--- src/hw/rtl/mms_pkg.sv ---
`timescale 1ns / 1ps
// ----------------------------------------------------------------------------
// mms_pkg: shared definitions for the min/max stack
// Operation and status codes, field widths and the shift control bundle
// that the stack cells share.
// ----------------------------------------------------------------------------
package mms_pkg;

   localparam int DATA_W      = 32;
   localparam int OP_W        = 2;
   localparam int STATUS_W    = 2;
   localparam int COUNT_OUT_W = 8;

   // Operation codes of a request beat.
   localparam logic [OP_W-1:0] OP_PUSH = 2'd0;
   localparam logic [OP_W-1:0] OP_POP  = 2'd1;
   localparam logic [OP_W-1:0] OP_PEEK = 2'd2;

   // Status codes of a response beat.
   localparam logic [STATUS_W-1:0] ST_OK        = 2'd0;
   localparam logic [STATUS_W-1:0] ST_OVERFLOW  = 2'd1;
   localparam logic [STATUS_W-1:0] ST_UNDERFLOW = 2'd2;

   // Shift command broadcast to every cell of the stack.
   typedef struct packed {
      logic push;
      logic pop;
   } shift_type;

endpackage

--- src/hw/rtl/mms_cell.sv ---
`timescale 1ns / 1ps
// ----------------------------------------------------------------------------
// mms_cell: one entry of the shifting stack
// Holds one word, shifts it toward the bottom on push and toward the top on
// pop, and folds its word into the min/max wave that passes down the chain.
// ----------------------------------------------------------------------------
module mms_cell #(
   parameter int CNT_W = 8
) (
   input  logic                             clock,
   input  mms_pkg::shift_type               shift,
   input  logic signed [mms_pkg::DATA_W-1:0] above_data,
   input  logic signed [mms_pkg::DATA_W-1:0] below_data,
   output logic signed [mms_pkg::DATA_W-1:0] cell_data,
   input  logic signed [mms_pkg::DATA_W-1:0] scan_max_in,
   input  logic signed [mms_pkg::DATA_W-1:0] scan_min_in,
   input  logic        [CNT_W-1:0]           scan_left_in,
   output logic signed [mms_pkg::DATA_W-1:0] scan_max,
   output logic signed [mms_pkg::DATA_W-1:0] scan_min,
   output logic        [CNT_W-1:0]           scan_left
);
   import mms_pkg::*;

   logic signed [DATA_W-1:0] data_ff, data_in;
   logic signed [DATA_W-1:0] max_ff, max_in;
   logic signed [DATA_W-1:0] min_ff, min_in;
   logic        [CNT_W-1:0]  left_ff, left_in;

   // Push moves the word above into this cell, pop the word below.
   always_comb begin
      priority if (shift.push) begin
         data_in = above_data;
      end else if (shift.pop) begin
         data_in = below_data;
      end else begin
         data_in = data_ff;
      end
   end

   // The wave counts down the entries still to be folded in; once it
   // reaches zero the cell only passes the wave along.
   always_comb begin
      max_in  = scan_max_in;
      min_in  = scan_min_in;
      left_in = scan_left_in;
      if (scan_left_in != '0) begin
         if (data_ff > scan_max_in) begin
            max_in = data_ff;
         end
         if (data_ff < scan_min_in) begin
            min_in = data_ff;
         end
         left_in = scan_left_in - CNT_W'(1);
      end
   end

   always_ff @(posedge clock) begin
      data_ff <= data_in;
      max_ff  <= max_in;
      min_ff  <= min_in;
      left_ff <= left_in;
   end

   assign cell_data = data_ff;
   assign scan_max  = max_ff;
   assign scan_min  = min_ff;
   assign scan_left = left_ff;

endmodule

--- config.mk ---
export PLATFORM = sky130hd
export DESIGN_NAME = mms_cell
export DESIGN_NICKNAME = d
export VERILOG_FILES = /design/src/hw/rtl/mms_pkg.sv /design/src/hw/rtl/mms_cell.sv
export SDC_FILE = /design/constraint.sdc
export NUM_CORES = 1
export LEC_CHECK = 0
export BUFFER_PORTS_ARGS = -buffer_cell sky130_fd_sc_hd__buf_4
export CORE_AREA = 2 2 159 192
export CTS_CLUSTER_DIAMETER = 50
export DETAILED_ROUTE_END_ITERATION = 8
export DIE_AREA = 0 0 161 194
export PLACE_DENSITY = 0.52
export SETUP_SLACK_MARGIN = 0.02
export SYNTH_ARGS = -nofsm -noshare
export SYNTH_HDL_FRONTEND = slang
export SYNTH_SLANG_ARGS = --single-unit
--- constraint.sdc ---
create_clock -name clock -period 3.9 [get_ports clock]
set_clock_uncertainty 0.1 [all_clocks]
set_input_delay 0.195 -clock clock [delete_from_list [all_inputs] [get_ports clock]]
set_output_delay 0.195 -clock clock [all_outputs]
set_load 0.03 [all_outputs]
* Yosys cells after proc, flatten, opt, wreduce, memory -nomap -nowiden *
Index checks and enable logic that the tools add are counted.

storage, ports and cells
  flip-flop bits (word level) = 104
  bits of input ports = 139
  output and inout port bits = 104

cells by class
  multiplexer cells = 7
  reductions and logical operators = 2
  add/sub/neg operators = 1
  magnitude comparators = 2

operators with widths
  cell                                                                count
  32-bit two-way mux                                                  6
  32-bit greater-than comparator                                      1
  32-bit less-than comparator                                         1
  8-bit two-way mux                                                   1
  8-bit nonzero test                                                  1
  8-bit by 1-bit subtractor with 8-bit output, second input constant  1
  2-bit nonzero test                                                  1

* Longest topological paths before layout *
Gate-level depths: netlist of run 1.

  depth after elaboration = 3
  mapped depth = 11

* Worst setup path after synthesis of run 1 *
Ideal clock, no wire load.

  path kind = reg-to-reg
  start point = register data_ff[31], in the netlist cell_data[31]
  end point = register max_ff[10], in the netlist scan_max[10]
  path buffers = 4
  required time = 3.718 ns
  setup time = 0.082 ns
  setup slack = 1.061 ns
  cell stages (with the launch flop) = 11
  period minus slack after synthesis = 2.839 ns
  arrival time = 2.657 ns
  path through = edfxtp_1 ha_1 nand4_1 or4_1 buf_2 or2_1 clkbuf_1 and2_0 buf_2 buf_6 o2111ai_1

on the way
  word-level cells in the longest chain between the ends = 3

RTL lines
  element                         line            RTL
  start: declaration              mms_cell.sv:24  logic signed [DATA_W-1:0] data_ff, data_in;
  start signal: assignment        mms_cell.sv:58  data_ff <= data_in;
  32-bit greater-than comparator  mms_cell.sv:47  if (data_ff > scan_max_in) begin
  32-bit two-way mux              mms_cell.sv:47
  32-bit two-way mux              mms_cell.sv:46  if (scan_left_in != '0) begin
  net max_in[10]                  mms_cell.sv:25  logic signed [DATA_W-1:0] max_ff, max_in;
  end signal: assignment          mms_cell.sv:59  max_ff <= max_in;
  end: declaration                mms_cell.sv:25

The timed path passes the listed nets, and every way through them passes these cells.
A chain may end at the register's enable or synchronous reset.

* Final worst setup path of run 1 *
  start point = input port scan_max_in[31] (netlist name)
  end point = register max_ff[18], in the netlist scan_max[18]

on the way
  word-level cells in the longest chain between the ends = 3

RTL lines
  element                         line            RTL
  start: declaration              mms_cell.sv:15  input logic signed [mms_pkg::DATA_W-1:0] scan_max_in,
  32-bit greater-than comparator  mms_cell.sv:47
  32-bit two-way mux              mms_cell.sv:47
  32-bit two-way mux              mms_cell.sv:46
  net max_in[18]                  mms_cell.sv:25

The timed path passes the listed nets, and every way through them passes these cells.

==> reports/metrics.cfg, run 1 <==
[clocking]
cts_buffers = 9
cts_root_buffer = clkbuf_16
tritoncts = done
clock_sink_count = 104
clockBufferDepth = 2
h-tree-depth = 3
cts_resized = 0
clock_insertion_delay_worst_skew_ns = 0.38
clk_pin_slew_ns = 0.09

[hold_path]
hold_path_class = in -> reg
hold_depth = 2

[setup_path]
worstPathArrival_ns = 3.53
crit_chain = dlygate4sd3_1 > buf_4 > inv_1 > ha_4 > nand4_1 > or4_1 > nor3_1 > o31ai_4 > and2_0 > buf_12 > o2111ai_1
cp_top_family = simple AND/OR/NAND/NOR gates
timing.setup.critical_path_class = in -> reg
worstPathMaxFanout = 29
critPathMaxStageDelay_ns = 0.60
cp_endpoint_kind = register
critPathRequiredTime_ns = 4.10
timing.critical_path.slowest_stage_cell = or4_1
worstRegToRegCells = 8
crit_cells = 11
worstSetupStartpointType = input pin
r2r_slack_ns = 0.64
worstPathBufferInverterCount = 4

[floorplan]
die_width_um = 161
core.rowCount = 69
initial_core_util_pct = 29.6
die_area_um2 = 31200
die_y_um = 194
floorplan.io_pins = 243
core_area_um2 = 29400

[yosys]
synth-seq-cells = 104
synth_edf_count = 32
netlist_area_um2 = 8680
yosys_warnings = 0
ys_dominant_reg_cell = dfxtp_1
ys_async_rst_share_pct = 0
synth_cell_types = 49
avgSynthCellArea_um2 = 8.26
sequential_element_share_of_the_synthesized_area_pct = 27.7
synth_top_cell_by_area = dfxtp_1
ys_top_cells_by_area = dfxtp_1 17%, edfxtp_1 11%, ha_1 9.4%
mappedNetlistNets = 1255
synthDominantCellAreaShare_pct = 16.6
netlist_instances = 1051

[detailed_routing]
detail_routed_via_count_per_cell = 5.50
detail_route.iter0.violations = 656
finalWirelength_um = 33100
firstDrtPassIters = 5
route.vias.total = 9404
post_drt_wl_per_cell_um = 19.3
route.detailed.drc = 0
antenna_violating_nets_post_route = 0

[sta]
worst_pin_slew_ns = 1.07
layout_worst_path_cycle_share_pct = 85.3
post-route-min-period_ns = 3.33
final_hold_viol_count = 0
report.final.slew_viol_count = 0
rsz0062_at_grt = false
fmaxAchievable_mhz = 301
totalNegativeSetupSlack_ns = 0
maxSlewHeadroom_pct = 28.7
setup_violations = 0

[grt]
grt_overflow = 0
grt_first_pass_wirelength_um = 52000
grt.total_usage_pct = 20.9
grt_max_degree = 129
grt_antenna_before_repair = 0
number_of_global_route_vias_before_repair = 9233

[power]
static-leakage-power_uw = 0.00518
total_power_draw_uw = 4820
vdd_drop_max_uv = 169
cellPowerDensity_nw_per_um2 = 401

[placement]
io_buffers = 242
finalWeightedCongestion = 0.808
detailed_place_hpwl_um = 21700

[finish]
highest_count_cells_in_the_layout_ignoring_fill_and_taps = 281 x buf_4, 113 x nand2_1, 81 x dlygate4sd3_1
layout.cells.most_common = buf_4
layout-drive-gt1-share_pct = 26.2
fin_nets = 1520
area_added_between_synthesis_and_finish_pct = 38.4
diodes = 0
n_fill_cell = 2996

[status]
outcome = finished clean

[job]
maxCapViolCount = 0

==> worst register-to-register path, cell delays in order (launching register included) <==
cell and delay (ns):
edfxtp_1 0.44, ha_4 0.47, nand4_1 0.18, or4_1 0.60
nor3_1 0.30, o31ai_4 0.12, and2_0 0.44, buf_12 0.31
o2111ai_1 0.22
==> power by group <==
group	switching, uW	internal, uW
registers	144	1360
logic	1330	985
clock network	494	495
==> cell families after synthesis <==
| logic type | share of synthesized area [%] |
|---|---|
| AO/OA/AOI/OAI | 24.1 |
| XOR/XNOR | 0.606 |
| adder cells (fa/ha/maj) | 9.37 |
| buffers and inverters | 8.64 |
| flip-flops | 27.7 |
| multiplexers | 4.15 |
| AND/OR/NAND/NOR | 25.4 |
==> repair_timing <==
action / in CTS / in global routing
buffers inserted: 0 / 0
setup endpoints to repair: 0 / 0
hold endpoints to repair: 77 / 0
hold buffers: 81 / 0
==> state kept, by name, summed over array words and instances, names as in the netlist <==
| name | count |
|---|---|
| cell_data | 32 |
| scan_left | 8 |
| scan_max | 32 |
| scan_min | 32 |
==> through the flow <==
stage                     setup slack, ns  cells  area (um2)  hold slack (ns)  utilization [%]
after CTS                           0.566   1711       12000         0.000597             40.9
after floorplan                      1.06   1051        8680            0.194                -
after global routing                0.378   1711       12000          0.00934             40.9
after detailed placement            0.658   1614       10900            0.332             37.1
after global placement              0.706   1614       10900            0.332             37.1
final                               0.574   1711       12000          0.00933             40.9
==> cells in the mapped netlist (33+ instances only) <==
master     number
nor3_1         38
a31oi_1        65
nand2b_1       34
clkbuf_1       90
a2bb2oi_1      64
nand2_1       113
dfxtp_1        72
a22oi_1        33
inv_1          67
ha_1           65
o2111ai_1      64
or4_1          34
nand3_1        36
==> final timing paths <==
path | from | to
worst max-delay path | scan_max_in[31] | scan_max[18]
worst min-delay path | below_data[16] | cell_data[16]
worst max register to register | cell_data[31] | scan_max[18]
worst min register to register | cell_data[29] | scan_max[29]
==> final cells by class <==
cell class	count	area, um2	share of cell area (%)
multi-input cells	771	5630	46.9
well taps	390	488	4.06
flip-flops and latches	104	2400	20.0
clock buffers	11	264	2.20
clock inverters	5	35.0	0.292
repair buffers	363	2940	24.5
inverters	67	251	2.09
==> layer usage <==
layer | routed length (um) | GRT usage [%] | vias up
li1 | - | - | 4557
met1 | 14800 | 27.5 | 4495
met2 | 15900 | 35.4 | 322
met3 | 1860 | 3.06 | 30
met4 | 529 | 5.85 | 0
met5 | 0 | 0 | -
Note: power is estimated with default switching activity, not from simulation.
==> run 2: changes to the inputs <==
BUFFER_PORTS_ARGS = -buffer_cell sky130_fd_sc_hd__buf_2   (was -buffer_cell sky130_fd_sc_hd__buf_4)
==> reports/metrics.cfg, run 2 (same netlist as run 1, synthesis figures left out) <==
[status]
outcome = finished clean

[placement]
io_buffers = 242
place_worst_setup_slack_ns = 0.546
detailed_place_hpwl_um = 21700
finalWeightedCongestion = 0.835

[setup_path]
timing.setup.critical_path_class = in -> reg
cp_endpoint_kind = register
worstPathMaxFanout = 29
worstPathArrival_ns = 3.63
worstSetupStartpointType = input pin
critPathRequiredTime_ns = 4.08

[power]
cellPowerDensity_nw_per_um2 = 410
static-leakage-power_uw = 0.00488
vdd_drop_max_uv = 182

[grt]
grt_antenna_before_repair = 0
grt_first_pass_wirelength_um = 50700
grt_overflow = 0
grt_max_degree = 105
number_of_global_route_vias_before_repair = 9066
grt.total_usage_pct = 20.3

[clocking]
h-tree-depth = 3
cts_root_buffer = clkbuf_16
tritoncts = done
clock_insertion_delay_worst_skew_ns = 0.38
clk_pin_slew_ns = 0.08
cts_buffers = 9
clock_sink_count = 104
clockBufferDepth = 2

[floorplan]
core_area_um2 = 29400
core.rowCount = 69
die_width_um = 161
die_y_um = 194
die_area_um2 = 31200
initial_core_util_pct = 29.6
floorplan.io_pins = 243

[sta]
final_hold_viol_count = 0
post-route-min-period_ns = 3.45
fmaxAchievable_mhz = 290
layout_worst_path_cycle_share_pct = 88.3
report.final.slew_viol_count = 0
finalHoldWorstSlack_ns = 0.0131
rsz0062_at_grt = false
setup_violations = 0
finalWorstSetupSlack_ns = 0.455
maxSlewHeadroom_pct = 21.2
totalNegativeSetupSlack_ns = 0
worst_pin_slew_ns = 1.18

[job]
maxCapViolCount = 0

[finish]
highest_count_cells_in_the_layout_ignoring_fill_and_taps = 242 x buf_2, 113 x nand2_1, 72 x dfxtp_1
fin_nets = 1497
area_added_between_synthesis_and_finish_pct = 28.5
layout.cells.most_common = buf_2
layout-drive-gt1-share_pct = 27.0

[detailed_routing]
post_drt_wl_per_cell_um = 19.1
finalWirelength_um = 32200
detail_route.iter0.violations = 654
route.detailed.drc = 0
firstDrtPassIters = 5
antenna_violating_nets_post_route = 0
detail_routed_via_count_per_cell = 5.51
route.vias.total = 9309

[hold_path]
hold_path_class = in -> reg

run 2: cell types whose count changed in the layout (fill, tap and decap cells not counted), moves of 2 or more:
cell	previous run	this run
clkinvlp_4	0	2
dlygate4sd3_1	81	52
buf_2	0	242
inv_4	2	0
buf_4	281	45
run 2: timing repair:
action	CTS	global route
setup buffers	0	0
gates resized for setup	0	0
endpoints found under the hold margin	52	0
hold buffers	52	0
run 2: per-layer routing:
layer | vias to the layer above | GRT usage [%] | share of wire (%) | wire, um
met5 | - | 0 | 0 | 0
met3 | 34 | 2.80 | 5.0 | 1620
li1 | 4523 | - | - | -
met4 | 0 | 5.46 | 1.3 | 430
met2 | 292 | 33.4 | 47 | 15300
met1 | 4460 | 27.7 | 46 | 14900
run 2: layout make-up:
type,instances,area (um2)
Fill cell,3089,18200
Multi-Input combinational cell,771,5630
Sequential cell,104,2400
Timing Repair Buffer,340,2090
Tap cell,390,488
Clock buffer,12,256
Inverter,67,251
Clock inverter,4,28.8
Antenna cell,1,2.50
run 2: worst paths after layout:
path	startpoint	depth (start not counted)	slack, ns	end
max	scan_max_in[31]	11	0.45	scan_max[29]
min reg2reg	cell_data[19]	3	0.60	scan_max[19]
max reg2reg	cell_data[31]	10	0.50	scan_min[20]
min	scan_max_in[15]	3	0.01	scan_max[15]
run 2: worst max-delay path, cell delays in order:
cell and delay, ns:
dlygate4sd3_1 0.53, buf_2 0.13, inv_1 0.07, ha_4 0.44, nand4_1 0.18, or4_1 0.67, nor3_1 0.33, o31ai_4 0.12
and2_0 0.42, buf_12 0.29, o2111ai_1 0.22
run 2: through the flow:
step	power [uW]	cell area, um2	cells	util (%)
6_report	4570	11100	1689	38.0
5_1_grt	4860	11100	1688	38.0
3_3_place_gp	3600	10300	1620	35.2
4_1_cts	4620	11100	1688	38.0
3_5_place_dp	3610	10300	1620	35.2
2_1_floorplan	2910	8680	1051	-
run 2: where the power goes:
part	internal (uW)	total (uW)	switching (uW)	leakage, uW
clock network	471	945	474	0.000135
logic	803	2140	1340	0.00381
registers	1360	1480	121	0.000932
total	2640	4570	1930	0.00488
==> run 3: changes to the inputs <==
CORE_AREA = 2 2 124 150   (was 2 2 159 192)
CTS_CLUSTER_DIAMETER = 120   (was 50)
DIE_AREA = 0 0 126 152   (was 0 0 161 194)
PLACE_DENSITY = 0.78   (was 0.52)
==> reports/metrics.cfg, run 3 (same netlist as run 1, synthesis figures left out) <==
[floorplan]
core.rowCount = 54
die_width_um = 126
die_area_um2 = 19200
die_y_um = 152
floorplan.io_pins = 243
core_area_um2 = 17800
initial_core_util_pct = 48.7

[detailed_routing]
route.detailed.drc = 0
route.vias.total = 9492
antenna_violating_nets_post_route = 0
finalWirelength_um = 28800
post_drt_wl_per_cell_um = 19.4
detail_routed_via_count_per_cell = 6.38
firstDrtPassIters = 6
detail_route.iter0.violations = 1034

[finish]
area_added_between_synthesis_and_finish_pct = 22.7
diodes = 0
fin_nets = 1463
n_fill_cell = 1632
finish.utilization_pct = 59.7
finish.cell_count_without_fillers = 1488
highest_count_cells_in_the_layout_ignoring_fill_and_taps = 242 x buf_2, 113 x nand2_1, 72 x dfxtp_1
layout-drive-gt1-share_pct = 27.3
layout.cells.most_common = buf_2

[sta]
layout_worst_path_cycle_share_pct = 88.2
fmaxAchievable_mhz = 291
post-route-min-period_ns = 3.44
worst_pin_slew_ns = 1.06
maxSlewHeadroom_pct = 29.2
finalHoldWorstSlack_ns = 0.00873
rsz0062_at_grt = false
totalNegativeSetupSlack_ns = 0
final_hold_viol_count = 0
report.final.slew_viol_count = 0
setup_violations = 0

[grt]
grt.total_usage_pct = 29.2
grt_overflow = 0
grt_first_pass_wirelength_um = 45900
grt_antenna_before_repair = 0
number_of_global_route_vias_before_repair = 8979
grt_max_degree = 129

[clocking]
cts_buffers = 9
cts_root_buffer = clkbuf_16
tritoncts = done
clock_insertion_delay_worst_skew_ns = 0.36
clk_pin_slew_ns = 0.08
clock_sink_count = 104
h-tree-depth = 3
clockBufferDepth = 2
cts_post_setup_buffers_inserted = 0

[power]
cellPowerDensity_nw_per_um2 = 437
net-switching-power_uw = 1890
seq_power_share_pct = 31.9
static-leakage-power_uw = 0.00475
p_sw_share_pct = 40.6
p_clk_share_pct = 23.1
p_int_uw = 2760
total_power_draw_uw = 4660
vdd_drop_max_uv = 221
combPwrFrac_pct = 44.9

[setup_path]
worstPathArrival_ns = 3.62
timing.setup.critical_path_class = reg -> reg
critPathRequiredTime_ns = 4.08
r2r_slack_ns = 0.46
worstSetupStartpointType = register
cp_endpoint_kind = register
worstPathMaxFanout = 22

[placement]
detailed_place_hpwl_um = 19000
io_buffers = 242
finalWeightedCongestion = 0.896
dp.cells = 1449

[job]
maxCapViolCount = 0

[hold_path]
hold_path_class = in -> reg

[status]
outcome = finished clean

==> run 3: per-layer routing <==
| metal | routed length, um | vias up | global-route usage [%] |
|---|---|---|---|
| li1 | - | 4446 | - |
| met2 | 13600 | 495 | 47.3 |
| met3 | 2080 | 83 | 4.44 |
| met5 | 0 | - | 0 |
| met4 | 1000 | 0 | 12.6 |
| met1 | 12100 | 4468 | 38.5 |
==> run 3: cell type report <==
cell class	count	area, um2	share of cell area, %
flip-flops and latches	104	2400	22.6
well taps	224	280	2.63
multi-input cells	771	5630	52.9
clock inverters	7	110	1.03
inverters	67	251	2.36
clock buffers	9	225	2.11
repair buffers	306	1750	16.4
==> run 3: final timing paths <==
| kind | start | end | cells after the start |
|---|---|---|---|
| max | cell_data[26] | scan_max[15] | 8 |
| min | scan_min_in[6] | scan_min[6] | 3 |
| max reg2reg | cell_data[26] | scan_max[15] | 8 |
| min reg2reg | cell_data[6] | scan_max[6] | 3 |
==> run 3: power groups by stage <==
stage               clock network, uW  logic, uW  registers, uW
finish                           1080       2090           1490
global route                     1120       2260           1510
CTS                              1090       2080           1480
detailed placement                  0       2050           1500
global placement                    0       2010           1510
floorplan                           0        934           1980
==> run 3: repair_timing <==
action,in CTS,in global routing
hold endpoints to repair,23,0
resized for setup,0,0
hold buffers,23,0
==> run 3: through the flow <==
stage | setup WS [ns] | area [um2]
after floorplan | 1.06 | 8680
after global routing | 0.214 | 10600
final | 0.459 | 10600
after global placement | 0.558 | 10100
after detailed placement | 0.485 | 10100
after CTS | 0.451 | 10600
==> run 3: worst max-delay path: stages (launching register included) <==
cell	delay, ns
edfxtp_1	0.53
ha_1	0.36
nand4_1	0.18
or4_1	0.72
nor3_1	0.35
o31ai_4	0.12
and2_0	0.40
buf_4	0.36
o2111ai_1	0.24
